### src/rtl/sit_pkg.sv
package sit_pkg;

  // fixed field widths of the ports
  localparam int OP_W       = 2;
  localparam int VAL_W      = 32;
  localparam int IDX_W      = 6;
  localparam int STAT_W     = 2;
  localparam int CNT_W      = 7;
  localparam int CFG_IDX_W  = 1;
  localparam int CFG_DATA_W = 7;

  // defaults for the top-level parameters
  localparam int DEPTH_DEF     = 64;
  localparam int KEY_WIDTH_DEF = 32;

  localparam logic [CNT_W-1:0] MAX_ENTRIES_RST = 7'd64;

  typedef enum logic [OP_W-1:0] {
    OP_INSERT = 2'd0,
    OP_REMOVE = 2'd1,
    OP_READ   = 2'd2,
    OP_CLEAR  = 2'd3
  } op_t;

  typedef enum logic [STAT_W-1:0] {
    STAT_OK    = 2'd0,
    STAT_FULL  = 2'd1,
    STAT_RANGE = 2'd2
  } status_t;

  typedef enum logic [1:0] {
    CNT_KEEP = 2'd0,
    CNT_INC  = 2'd1,
    CNT_DEC  = 2'd2,
    CNT_CLR  = 2'd3
  } cnt_op_t;

  localparam logic [CFG_IDX_W-1:0] REG_MAX_ENTRIES  = 1'd0;
  localparam logic [CFG_IDX_W-1:0] REG_SIGNED_ORDER = 1'd1;

  // controller -> datapath
  typedef struct packed {
    logic    load_ins;
    logic    load_rem;
    logic    read_issue;
    logic    search_rd;
    logic    search_cmp;
    logic    shift_up;
    logic    shift_dn;
    logic    put_key;
    logic    finish;
    status_t status;
    cnt_op_t cnt_op;
    logic    take_rdata;
  } sit_cmd_t;

  // datapath -> controller
  typedef struct packed {
    logic full;
    logic idx_bad;
    logic search_done;
    logic up_done;
    logic dn_done;
  } sit_stat_t;

endpackage

### src/rtl/sit_ram.sv
module sit_ram #(
  parameter int WIDTH = 32,
  parameter int DEPTH = 64
) (
  input  logic                     clk,
  input  logic                     we,
  input  logic [$clog2(DEPTH)-1:0] waddr,
  input  logic [WIDTH-1:0]         wdata,
  input  logic [$clog2(DEPTH)-1:0] raddr,
  output logic [WIDTH-1:0]         rdata
);

  logic [WIDTH-1:0] mem [DEPTH];

  always_ff @(posedge clk) begin
    if (we) begin
      mem[waddr] <= wdata;
    end
    rdata <= mem[raddr];
  end

endmodule

### src/rtl/sit_ctrl.sv
module sit_ctrl
  import sit_pkg::*;
(
  input  logic            clk,
  input  logic            rst_n,
  input  logic            start,
  input  logic [OP_W-1:0] in_op,
  input  sit_stat_t       stat,
  output sit_cmd_t        cmd,
  output logic            busy
);

  typedef enum logic [5:0] {
    ST_IDLE      = 6'b000001,
    ST_SRCH_RD   = 6'b000010,
    ST_SRCH_CMP  = 6'b000100,
    ST_SHIFT_UP  = 6'b001000,
    ST_SHIFT_DN  = 6'b010000,
    ST_READ_WAIT = 6'b100000
  } state_t;

  state_t state_r, state_nxt;

  always_comb begin
    cmd       = '0;
    state_nxt = state_r;
    case (state_r)
      ST_IDLE: begin
        if (start) begin
          case (op_t'(in_op))
            OP_INSERT: begin
              if (stat.full) begin
                cmd.finish = 1'b1;
                cmd.status = STAT_FULL;
              end else begin
                cmd.load_ins = 1'b1;
                state_nxt    = ST_SRCH_RD;
              end
            end
            OP_REMOVE: begin
              if (stat.idx_bad) begin
                cmd.finish = 1'b1;
                cmd.status = STAT_RANGE;
              end else begin
                cmd.load_rem = 1'b1;
                state_nxt    = ST_SHIFT_DN;
              end
            end
            OP_READ: begin
              if (stat.idx_bad) begin
                cmd.finish = 1'b1;
                cmd.status = STAT_RANGE;
              end else begin
                cmd.read_issue = 1'b1;
                state_nxt      = ST_READ_WAIT;
              end
            end
            OP_CLEAR: begin
              cmd.finish = 1'b1;
              cmd.cnt_op = CNT_CLR;
            end
            default: begin
              cmd.finish = 1'b1;
            end
          endcase
        end
      end
      ST_SRCH_RD: begin
        cmd.search_rd = 1'b1;
        state_nxt     = stat.search_done ? ST_SHIFT_UP : ST_SRCH_CMP;
      end
      ST_SRCH_CMP: begin
        cmd.search_cmp = 1'b1;
        state_nxt      = ST_SRCH_RD;
      end
      ST_SHIFT_UP: begin
        cmd.shift_up = 1'b1;
        if (stat.up_done) begin
          // store the key at the lower bound once the gap is open
          cmd.put_key = 1'b1;
          cmd.finish  = 1'b1;
          cmd.cnt_op  = CNT_INC;
          state_nxt   = ST_IDLE;
        end
      end
      ST_SHIFT_DN: begin
        cmd.shift_dn = 1'b1;
        if (stat.dn_done) begin
          cmd.finish = 1'b1;
          cmd.cnt_op = CNT_DEC;
          state_nxt  = ST_IDLE;
        end
      end
      ST_READ_WAIT: begin
        cmd.finish     = 1'b1;
        cmd.take_rdata = 1'b1;
        state_nxt      = ST_IDLE;
      end
      default: begin
        state_nxt = ST_IDLE;
      end
    endcase
  end

  always_ff @(posedge clk) begin
    if (!rst_n) begin
      state_r <= ST_IDLE;
    end else begin
      state_r <= state_nxt;
    end
  end

  assign busy = (state_r != ST_IDLE);

endmodule

### src/rtl/sit_dp.sv
module sit_dp
  import sit_pkg::*;
#(
  parameter int DEPTH     = DEPTH_DEF,
  parameter int KEY_WIDTH = KEY_WIDTH_DEF
) (
  input  logic                  clk,
  input  logic                  rst_n,
  input  sit_cmd_t              cmd,
  output sit_stat_t             stat,
  input  logic [VAL_W-1:0]      in_item_value,
  input  logic [IDX_W-1:0]      in_entry_index,
  input  logic                  cfg_we,
  input  logic [CFG_IDX_W-1:0]  cfg_index,
  input  logic [CFG_DATA_W-1:0] cfg_data,
  output logic                  out_valid,
  output logic [STAT_W-1:0]     out_status,
  output logic [VAL_W-1:0]      out_read_value,
  output logic [CNT_W-1:0]      out_entry_count
);

  localparam int AW  = $clog2(DEPTH);
  localparam int PW0 = $clog2(DEPTH + 1);
  localparam int PW  = (PW0 > CNT_W) ? PW0 : CNT_W;
  localparam int XW  = KEY_WIDTH + VAL_W;

  logic [CNT_W-1:0]     max_entries_r;
  logic                 signed_order_r;

  logic [PW-1:0]        count_r, count_nxt;
  logic [PW-1:0]        lo_r, lo_nxt;
  logic [PW-1:0]        hi_r, hi_nxt;
  logic [PW-1:0]        ptr_r, ptr_nxt;
  logic [KEY_WIDTH-1:0] key_r, key_nxt;
  logic                 pend_r, pend_nxt;
  logic [AW-1:0]        pend_addr_r;

  logic                 out_valid_r;
  logic [STAT_W-1:0]    out_status_r;
  logic [VAL_W-1:0]     out_read_value_r;
  logic [CNT_W-1:0]     out_entry_count_r;

  logic [PW-1:0]        mid, ptr_inc, ptr_dec, idx_ext;
  logic                 lo_lt_hi, ptr_gt_lo, dn_more, key_lt;
  logic [XW-1:0]        key_wide, rd_wide;

  logic                 ram_we;
  logic [AW-1:0]        ram_waddr, ram_raddr;
  logic [KEY_WIDTH-1:0] ram_wdata, ram_rdata;

  sit_ram #(
    .WIDTH (KEY_WIDTH),
    .DEPTH (DEPTH)
  ) u_ram (
    .clk   (clk),
    .we    (ram_we),
    .waddr (ram_waddr),
    .wdata (ram_wdata),
    .raddr (ram_raddr),
    .rdata (ram_rdata)
  );

  assign mid       = lo_r + ((hi_r - lo_r) >> 1);
  assign ptr_inc   = ptr_r + PW'(1);
  assign ptr_dec   = ptr_r - PW'(1);
  assign idx_ext   = PW'(in_entry_index);
  assign lo_lt_hi  = (lo_r < hi_r);
  assign ptr_gt_lo = (ptr_r > lo_r);
  assign dn_more   = (ptr_inc < count_r);

  assign key_wide = {KEY_WIDTH'(0), in_item_value};
  assign rd_wide  = {VAL_W'(0), ram_rdata};

  assign key_lt = signed_order_r ? ($signed(ram_rdata) < $signed(key_r))
                                 : (ram_rdata < key_r);

  assign stat.full        = (count_r >= PW'(max_entries_r)) || (count_r >= PW'(DEPTH));
  assign stat.idx_bad     = (idx_ext >= count_r);
  assign stat.search_done = !lo_lt_hi;
  assign stat.up_done     = !ptr_gt_lo && !pend_r;
  assign stat.dn_done     = !dn_more && !pend_r;

  always_comb begin
    ram_raddr = '0;
    if (cmd.search_rd) begin
      ram_raddr = mid[AW-1:0];
    end else if (cmd.read_issue) begin
      ram_raddr = idx_ext[AW-1:0];
    end else if (cmd.shift_up) begin
      ram_raddr = ptr_dec[AW-1:0];
    end else if (cmd.shift_dn) begin
      ram_raddr = ptr_inc[AW-1:0];
    end
  end

  // a shift writes the word read in the previous cycle
  assign ram_we    = cmd.put_key || (pend_r && (cmd.shift_up || cmd.shift_dn));
  assign ram_waddr = cmd.put_key ? lo_r[AW-1:0] : pend_addr_r;
  assign ram_wdata = cmd.put_key ? key_r : ram_rdata;

  always_comb begin
    lo_nxt  = lo_r;
    hi_nxt  = hi_r;
    ptr_nxt = ptr_r;
    key_nxt = key_r;
    if (cmd.load_ins || cmd.load_rem) begin
      lo_nxt  = '0;
      hi_nxt  = count_r;
      ptr_nxt = cmd.load_ins ? count_r : idx_ext;
      key_nxt = key_wide[KEY_WIDTH-1:0];
    end
    if (cmd.search_cmp) begin
      if (key_lt) begin
        lo_nxt = mid + PW'(1);
      end else begin
        hi_nxt = mid;
      end
    end
    if (cmd.shift_up && ptr_gt_lo) begin
      ptr_nxt = ptr_dec;
    end
    if (cmd.shift_dn && dn_more) begin
      ptr_nxt = ptr_inc;
    end
  end

  always_comb begin
    pend_nxt = 1'b0;
    if (cmd.shift_up) begin
      pend_nxt = ptr_gt_lo;
    end else if (cmd.shift_dn) begin
      pend_nxt = dn_more;
    end
  end

  always_comb begin
    count_nxt = count_r;
    if (cmd.finish) begin
      case (cmd.cnt_op)
        CNT_KEEP: count_nxt = count_r;
        CNT_INC:  count_nxt = count_r + PW'(1);
        CNT_DEC:  count_nxt = count_r - PW'(1);
        CNT_CLR:  count_nxt = '0;
        default:  count_nxt = count_r;
      endcase
    end
  end

  always_ff @(posedge clk) begin
    if (!rst_n) begin
      max_entries_r  <= MAX_ENTRIES_RST;
      signed_order_r <= 1'b0;
      count_r        <= '0;
      pend_r         <= 1'b0;
      out_valid_r    <= 1'b0;
    end else begin
      if (cfg_we) begin
        case (cfg_index)
          REG_MAX_ENTRIES:  max_entries_r  <= cfg_data[CNT_W-1:0];
          REG_SIGNED_ORDER: signed_order_r <= cfg_data[0];
          default: ;
        endcase
      end
      count_r     <= count_nxt;
      pend_r      <= pend_nxt;
      out_valid_r <= cmd.finish;
    end
  end

  always_ff @(posedge clk) begin
    lo_r        <= lo_nxt;
    hi_r        <= hi_nxt;
    ptr_r       <= ptr_nxt;
    key_r       <= key_nxt;
    pend_addr_r <= ptr_r[AW-1:0];
    if (cmd.finish) begin
      out_status_r      <= cmd.status;
      out_read_value_r  <= cmd.take_rdata ? rd_wide[VAL_W-1:0] : '0;
      out_entry_count_r <= count_nxt[CNT_W-1:0];
    end
  end

  assign out_valid       = out_valid_r;
  assign out_status      = out_status_r;
  assign out_read_value  = out_read_value_r;
  assign out_entry_count = out_entry_count_r;

endmodule

### src/rtl/sorted_insertion_table.sv
// Channel  | Ports                                        | Handshake
// ---------+----------------------------------------------+---------------------------
// input    | in_op, in_item_value, in_entry_index         | start high, busy low
// result   | out_status, out_read_value, out_entry_count  | out_valid, one-cycle strobe
// config   | cfg_index, cfg_data                          | cfg_valid and cfg_ready
//
// One word per operation, the result strobed in the cycle after the operation ends.
// Clear, a rejected insert and an out-of-range index end in the accept cycle; a read
// waits for the registered-read key RAM; a remove at index i shifts the entries above
// it down one at a time; an insert runs a binary search over the registered-read key
// RAM, each step a read and then a compare, then shifts entries up one at a time and
// stores the key at the lower bound.
// rst_n is synchronous; the key RAM is not cleared, the entry count guards it.
// The receiver cannot stall; cfg_ready is always high.
module sorted_insertion_table
  import sit_pkg::*;
#(
  parameter int DEPTH     = DEPTH_DEF,
  parameter int KEY_WIDTH = KEY_WIDTH_DEF
) (
  input  logic                  clk,
  input  logic                  rst_n,
  input  logic                  start,
  output logic                  busy,
  input  logic [OP_W-1:0]       in_op,
  input  logic [VAL_W-1:0]      in_item_value,
  input  logic [IDX_W-1:0]      in_entry_index,
  output logic                  out_valid,
  output logic [STAT_W-1:0]     out_status,
  output logic [VAL_W-1:0]      out_read_value,
  output logic [CNT_W-1:0]      out_entry_count,
  input  logic                  cfg_valid,
  output logic                  cfg_ready,
  input  logic [CFG_IDX_W-1:0]  cfg_index,
  input  logic [CFG_DATA_W-1:0] cfg_data
);

  sit_cmd_t  cmd;
  sit_stat_t stat;

  assign cfg_ready = 1'b1;

  sit_ctrl u_ctrl (
    .clk   (clk),
    .rst_n (rst_n),
    .start (start),
    .in_op (in_op),
    .stat  (stat),
    .cmd   (cmd),
    .busy  (busy)
  );

  sit_dp #(
    .DEPTH     (DEPTH),
    .KEY_WIDTH (KEY_WIDTH)
  ) u_dp (
    .clk             (clk),
    .rst_n           (rst_n),
    .cmd             (cmd),
    .stat            (stat),
    .in_item_value   (in_item_value),
    .in_entry_index  (in_entry_index),
    .cfg_we          (cfg_valid && cfg_ready),
    .cfg_index       (cfg_index),
    .cfg_data        (cfg_data),
    .out_valid       (out_valid),
    .out_status      (out_status),
    .out_read_value  (out_read_value),
    .out_entry_count (out_entry_count)
  );

endmodule

### config.mk
export PLATFORM = sky130hd
export DESIGN_NAME = sorted_insertion_table
export DESIGN_NICKNAME = d
export VERILOG_FILES = /design/src/rtl/sit_pkg.sv /design/src/rtl/sit_ram.sv /design/src/rtl/sit_ctrl.sv /design/src/rtl/sit_dp.sv /design/src/rtl/sorted_insertion_table.sv
export SDC_FILE = /design/constraint.sdc
export NUM_CORES = 2
export LEC_CHECK = 0
export BUFFER_PORTS_ARGS = -buffer_cell sky130_fd_sc_hd__clkbuf_2
export CORE_UTILIZATION = 31
export CTS_CLUSTER_SIZE = 28
export DETAILED_ROUTE_END_ITERATION = 8
export SETUP_SLACK_MARGIN = 0.5
export SLEW_MARGIN = 20
export SYNTH_ARGS = -nofsm -noshare
export SYNTH_HDL_FRONTEND = slang
export SYNTH_SLANG_ARGS = --single-unit
### constraint.sdc
create_clock -name clk -period 12.6 [get_ports clk]
set_clock_uncertainty 0.15 [all_clocks]
set_input_delay 1.26 -clock clk [delete_from_list [all_inputs] [get_ports clk]]
set_output_delay 1.26 -clock clk [all_outputs]
set_load 0.03 [all_outputs]
Yosys cells after proc, flatten, opt, wreduce, memory -nomap -nowiden. Memory sizes are Yosys's and may differ from the RTL's. A register that Yosys moved wholly into a read port is not among the register bits. Index checks and enable logic that the tools add are counted. W data, S select, Z words.

Output and inout bits: 44. Memories: 1. Input port bits: 52. Bits in registers: 123. Logic and storage cells: 128. Bits in writable memories: 2048.

Memory list: u_dp.u_ram.mem (words 64, bits a word 32, rd ports 1, clocked after memory_dff 1, wr ports 1, line sit_ram.sv:13) `logic [WIDTH-1:0] mem [DEPTH];`.

Muxes and demuxes: 57. Bitwise operators: 1. Magnitude comparators: 8. Reduce and logical (&&, ||, !) cells: 20. Eq/ne operators: 20. $add $sub $neg: 7.

Operators by type and width (count): $mux W7 (11); $mux W6 (11); $lt A32 B32 Y1 (2); $mux W32 (1); $pmux W6 S5 (1); $pmux W7 S4 (1); $add A7 B1 Y7 const B (3); $mux W1 (18); $pmux W6 S3 (1); $lt A7 B7 Y1 (2); $sub A7 B1 Y7 const B (2); $mux W3 (4); $ne A3 B3 Y1 const B (3); $eq A2 B2 Y1 const B (4); $add A7 B6 Y7 (1); $ge A6 B7 Y1 (1); $ge A7 B7 Y1 (1); $ge A7 B7 Y1 const B (1); $gt A7 B7 Y1 (1); $reduce_and A7 Y1 (1); $sub A7 B7 Y7 (1); $eq A6 B1 Y1 const B (1); $eq A6 B2 Y1 const B (1); $eq A6 B3 Y1 const B (1); 22 further kinds (39).

Depth between registers and ports, before layout.
Word-level depth: 10. Depth in mapped cells: 21. Gate-level depth less buffers: 21.

Modules after synthesis. A second synthesis with hierarchy kept.

Cells, all modules: 4067. Area, all modules: 86208.9 µm².

By module, submodules not included: sit_ram (cells each 3324, instances 1, area an instance 78515.3 µm², seq. area each 62139.6 µm²); sit_dp (cells each 675, instances 1, area an instance 7170.6 µm², seq. area each 3143.0 µm²); sit_ctrl (cells each 66, instances 1, area an instance 511.7 µm², seq. area each 120.1 µm²); sorted_insertion_table (cells each 2, instances 1, area an instance 11.3 µm², seq. area each 0.0 µm²).

Worst setup path after synthesis. No wires, ideal clock.

Path kind: reg-to-reg. Start point: register u_dp.lo_r[1]. End point: memory u_dp.u_ram.mem[12][0] (enable). Clock period less this slack: 5.630 ns. Setup slack: 6.970 ns. Stages on the path, launching flop included: 14. Library setup time: 0.461 ns. Data arrival time: 5.020 ns. Cell sequence: dfxtp_1 inv_1 ha_1 nor2b_1 o21a_1 o21a_1 o21bai_1 a21oi_1 or3_1 clkbuf_1 buf_2 o31ai_1 nand3_1 nor3_1.

Cells in the longest elaborated chain, start to end: 8. Elaborated cells on any way between the ends: 9. Classes of those cells: order compare: 1; mux: 5; reduce/logical: 3.

Ends and longest elaborated chain: from (decl) (line sit_dp.sv:31) `logic [PW-1:0] lo_r, lo_nxt;`; from (signal assigned) (line sit_dp.sv:171) `lo_r <= lo_nxt;`; $gt A7 B7 Y1 (line sit_dp.sv:68) `assign ptr_gt_lo = (ptr_r > lo_r);`; $logic_not A1 Y1 (line sit_dp.sv:80) `assign stat.up_done = !ptr_gt_lo && !pend_r;`; $logic_and A1 B1 Y1 (line sit_dp.sv:80); $mux W2 (line sit_ctrl.sv:78) `if (stat.up_done) begin`; $mux W1 (line sit_ctrl.sv:27) `case (state_r)`; $logic_or A1 B1 Y1 (line sit_dp.sv:97) `assign ram_we = cmd.put_key || (pend_r && (cmd.shift_up || cmd.shift_dn));`; $mux W1 (line sit_ram.sv:16) `if (we) begin`; $mux W1 (not written as such) (line sit_ram.sv:17) `mem[waddr] <= wdata;`; to (decl) (line sit_ram.sv:13).

Parallel ways exist; a longest one is shown, timed or not.

Worst setup path in the final report.
Start point: register u_dp.lo_r[1]. End point: register u_dp.u_ram.rdata[30] (read register of u_dp.u_ram.mem).

Cells in the longest elaborated chain, start to end: 3.

Ends and longest elaborated chain: $sub A7 B7 Y7 (line sit_dp.sv:63) `assign mid = lo_r + ((hi_r - lo_r) >> 1);`; $add A7 B6 Y7 (*) (line sit_dp.sv:63); $mux W6 (*) (line sit_dp.sv:85) `if (cmd.search_rd) begin`; to (decl) (line sit_ram.sv:10) `output logic [WIDTH-1:0] rdata`.

Every way passes the cells marked *; elsewhere a longest branch is shown, timed or not. A chain may end at the register's enable or synchronous reset.

==> out/qor.log <==
[synthesis] number of instances in the synthesized netlist 6032
[clock_network] Clock transition at path regs 70 ps
[global_routing] initial antenna violation count 21
[power_and_ir_drop] total chip power 0.0160 W
[route] DR vias 53.6k
[worst_setup_path] register-to-register setup slack 5600 ps
[final_layout] total number of nets in the final design 6224
[route] per-cell routed wire length 24.7 um
[worst_setup_path] cell breakdown of the critical path inv_1 -> ha_1 -> nor2b_1 -> o21ai_0 -> a21boi_0 -> nor2_1 -> ha_1 -> inv_1 -> o21bai_1 -> xor2_1 -> a21oi_1 -> o21ai_0 -> and2_4 -> buf_4 -> buf_4 -> a22oi_1 -> a31oi_1 -> or4_1
[route] drt drc 0
[synthesis] main combinational cell family by area after synthesis compound AO/OA/AOI/OAI gates
[synthesis] leading register cell type out of synthesis sky130_fd_sc_hd__edfxtp_1
[timing] Slew Viols, Final 0
[job] number of maximum-capacitance violations 0
[synthesis] fraction of the mapped netlist area in simple logic gates 0.0746
[final_layout] area grow syn2layout 13.8%
[power_and_ir_drop] share of power burned in the clock network 0.401
[power_and_ir_drop] peak supply drop 150 uV
[synthesis] adder-cell share of the synthesized area 0.0129
[synthesis] cell type with the highest aggregate area in the netlist sky130_fd_sc_hd__edfxtp_1
[placement] port bufs 94
[clock_network] Post-CTS Hold Buffers 0
[worst_setup_path] start of the worst register-to-register path u_dp.lo_r[1]
[timing] Final Hold Vio Count 0
[power_and_ir_drop] leakage power total 33.2 nW
[worst_setup_path] largest incremental delay on the critical path 830 ps
[timing] final setup violation count 0
[clock_network] TritonCTS Buffers 216
[worst_setup_path] startpoint of the most critical setup path u_dp.lo_r[1]
[floorplanning] Horiz. Die Dim 535 um
[timing] setup repair after global routing missed its margin no
[final_layout] FF+latch area 65400 um2
[synthesis] synthesized area divided by synthesized cell count 14.6 um2
[timing] Hold WS 314 ps
[power_and_ir_drop] net switching power of the design 0.00369 W
[route] DR vias/cell 5.34
[route] remaining number of nets flagged by the antenna check after routing 0
[clock_network] clock sinks 2203
[placement] Placed Cells incl. Taps 9608
[placement] Post-Place Setup Slack 5620 ps
[synthesis] post-synthesis instance area 88100 um2
[floorplanning] Row Count 195
[worst_setup_path] worst reg2reg endpoint u_dp.u_ram.rdata[30]
[route] count of TritonRoute iterations in the first routing pass 8
[worst_setup_path] CP arrival 7610 ps
[synthesis] Seq/Total Area, Yosys 0.743
[worst_setup_path] Worst path slowest cell sky130_fd_sc_hd__a31oi_1
[clock_network] cell chosen for the clock root sky130_fd_sc_hd__clkbuf_16
[floorplanning] core region area 282000 um2
[worst_setup_path] maximum fanout count along the critical path 41
[synthesis] share of synthesized area spent on multiplexers 0.0382
[final_layout] non-filler instance count after layout 10.0k
[timing] Worst Max-Slew Pin Slew 1260 ps
[floorplanning] vertical die dimension 535 um
[power_and_ir_drop] share of total power in combinational logic 0.072
[worst_setup_path] nature of the critical path endpoint flip-flop
[global_routing] gr ovfl total 0
[route] First DRT Iteration DRCs 6406
[timing] worst relative slew slack 0.156
[global_routing] vias in the first global route 51.3k
[worst_setup_path] worst setup path endpoint u_dp.u_ram.rdata[30]
[global_routing] largest net degree at the start of global routing 193
[global_routing] total track usage 0.168
[timing] fin crit share 0.555
[synthesis] proportion of synthesized flip-flops having asynchronous set or reset 0
[clock_network] largest buffer count on any clock path 3
[worst_setup_path] critical path data required time 13210 ps
[timing] slack of the critical path 5600 ps
[synthesis] Yosys top cell area share 0.726
[timing] Period minus WS final 7000 ps
[synthesis] flip-flop and latch count after synthesis 2203
[power_and_ir_drop] sequential power share 0.527
[final_layout] Multi-input gate area 21100 um2
[power_and_ir_drop] Internal Dissipation 0.0124 W
[clock_network] CTS tree yes
[power_and_ir_drop] power density over cell area 160 nW/um2
[placement] half-perimeter wire length of the detailed placement result 131000 um
[clock_network] latest clock arrival within the worst-skew pair 860 ps
[synthesis] Synth warnings 0
[worst_hold_path] path class of the lowest-slack min-delay path flip-flop to flip-flop
[global_routing] wire length of the first global-routing pass 354000 um
[worst_setup_path] type of origin of the critical path flip-flop
[route] overall routed net length 247000 um
[synthesis] area share of xor/xnor cells in the synthesized design 0.00298
[clock_network] number of buffers added for setup after CTS 0
[worst_setup_path] worst r2r path cells 18
[final_layout] fill cell count 26.6k
[clock_network] Max H-tree Level 4
[floorplanning] Initial Util 0.312
[final_layout] fraction of final layout cells with drive strength greater than 1 0.110
[worst_setup_path] Worst path depth 18
[synthesis] Post-synth EDFFs 2128
[floorplanning] Die Footprint 286000 um2
[worst_setup_path] Worst Path Buf+Inv 4
[worst_setup_path] startpoint-to-endpoint class of the critical path flip-flop to flip-flop
[power_and_ir_drop] Sw Ratio 0.230
[timing] setup total negative slack 0 ps
[synthesis] count of unique library cells instantiated by Yosys 67
[floorplanning] # IOs 96
[worst_setup_path] family with the most delay on the worst path compound AO/OA/AOI/OAI gates
[outcome] outcome complete, no violations
[synthesis] area fraction in compound gates after synthesis 0.104
[placement] global placer's final weighted congestion 0.823
[clock_network] count of instances resized after the clock tree is built 0
[synthesis] biggest area contributors in the synthesized netlist sky130_fd_sc_hd__edfxtp_1, sky130_fd_sc_hd__nand2_1, sky130_fd_sc_hd__a32oi_1
[timing] highest clock frequency the design can meet 143 MHz
[synthesis] post-synthesis net count 6173
## synthesized netlist by cell type (all sizes together), types with 9 or more instances
| master | n |
|---|---|
| edfxtp | 2128 |
| nand2 | 1345 |
| a21oi | 417 |
| a32oi | 384 |
| mux2i | 286 |
| buf | 228 |
| clkbuf | 166 |
| a31oi | 131 |
| a22oi | 130 |
| o22a | 129 |
| nor2 | 88 |
| ha | 86 |
| inv | 77 |
| dfxtp | 75 |
| mux2 | 44 |
| and2 | 43 |
| or4 | 35 |
| nor3 | 30 |
| a21o | 26 |
| o21ai | 24 |
| nand3 | 21 |
| xnor2 | 15 |
| xor2 | 15 |
| nor2b | 13 |
| nand4 | 11 |
| nand2b | 9 |
## cell usage in the layout, fill, tap and decap left out, types with 29 or more instances in the layout
cell type	n
sky130_fd_sc_hd__buf_4	119
sky130_fd_sc_hd__a22oi_1	130
sky130_fd_sc_hd__and2_1	42
sky130_fd_sc_hd__nor2_1	47
sky130_fd_sc_hd__clkbuf_1	53
sky130_fd_sc_hd__dfxtp_1	75
sky130_fd_sc_hd__or4_1	33
sky130_fd_sc_hd__edfxtp_1	2128
sky130_fd_sc_hd__clkbuf_2	94
sky130_fd_sc_hd__clkinv_1	42
sky130_fd_sc_hd__a31oi_1	129
sky130_fd_sc_hd__clkinv_2	38
sky130_fd_sc_hd__clkbuf_16	223
sky130_fd_sc_hd__a21oi_1	394
sky130_fd_sc_hd__ha_1	86
sky130_fd_sc_hd__a32oi_1	384
sky130_fd_sc_hd__mux2i_1	284
sky130_fd_sc_hd__nand2_1	1342
sky130_fd_sc_hd__nor2_4	41
sky130_fd_sc_hd__mux2_2	29
sky130_fd_sc_hd__o22a_1	129
sky130_fd_sc_hd__inv_1	77
## per-stage QoR
| stage | area (um2) | utilization |
|---|---|---|
| 2_1_floorplan | 88100 | - |
| 4_1_cts | 100000 | 0.355 |
| 3_5_place_dp | 93000 | 0.330 |
| 5_1_grt | 100000 | 0.355 |
| 6_report | 100000 | 0.355 |
| 3_3_place_gp | 93000 | 0.329 |
## worst min-delay path: stages, from the launching register on
cell and delay (ps):
sky130_fd_sc_hd__dfxtp_1 310, sky130_fd_sc_hd__nand2_1 50, sky130_fd_sc_hd__mux2i_1 50
## power by group through the flow
stage | Sequential [W] | Combinational, W | Clock (W)
finish | 0.00846 | 0.00115 | 0.00644
detailed placement | 0.00861 | 0.00113 | 0
CTS | 0.00846 | 0.00113 | 0.00653
global placement | 0.00861 | 0.00109 | 0
global route | 0.00846 | 0.00124 | 0.00680
floorplan | 0.00858 | 0.000662 | 0
## worst min path at each step
stage / start / to / slack, ps / cells past startpoint
floorplan: u_dp.ptr_r[2] / u_dp.pend_addr_r[2] / 220 / 0
global placement: u_dp.lo_r[6] / u_dp.lo_r[6] / 300 / 2
detailed placement: u_dp.lo_r[6] / u_dp.lo_r[6] / 310 / 2
CTS: u_dp.lo_r[6] / u_dp.lo_r[6] / 320 / 2
global route: u_dp.lo_r[6] / u_dp.lo_r[6] / 350 / 2
finish: u_dp.lo_r[6] / u_dp.lo_r[6] / 310 / 2
## per-layer routing
metal  wire (um)  vias to the layer above  global-route usage  share of wire
met5          27                        -                   0        0.00011
met4        7380                        4              0.0559          0.030
met3       24100                      398              0.0393          0.097
met2      111000                     2565               0.260           0.45
met1      104000                    27300               0.230           0.42
li1            -                    23300                   -              -
## final cells by class
type | count | area share
multi-input combinational | 3358 | 0.210
sequential | 2203 | 0.653
tap | 3743 | 0.0467
clock buffer | 288 | 0.0593
inverter | 77 | 0.00288
timing repair buffer | 227 | 0.0163
antenna | 8 | 0.000200
clock inverter | 119 | 0.0113
## cells by family after synthesis
| group | Yosys count |
|---|---|
| muxes | 330 |
| other | 1 |
| xor gates and xnor gates | 30 |
| buffers and inverters | 471 |
| and+or+nand+nor | 1618 |
| DFF | 2203 |
| AOI/OAI and AO/OA | 1290 |
| adders and majority gates | 89 |
## flip-flops by register name (all words and copies together), names as in the netlist, 32 cells and up
name / count
u_dp.u_ram.rdata: 32
u_dp.key_r: 32
u_dp.out_read_value: 32
u_dp.u_ram.mem: 2048
Power figures use the tool's default switching activity.
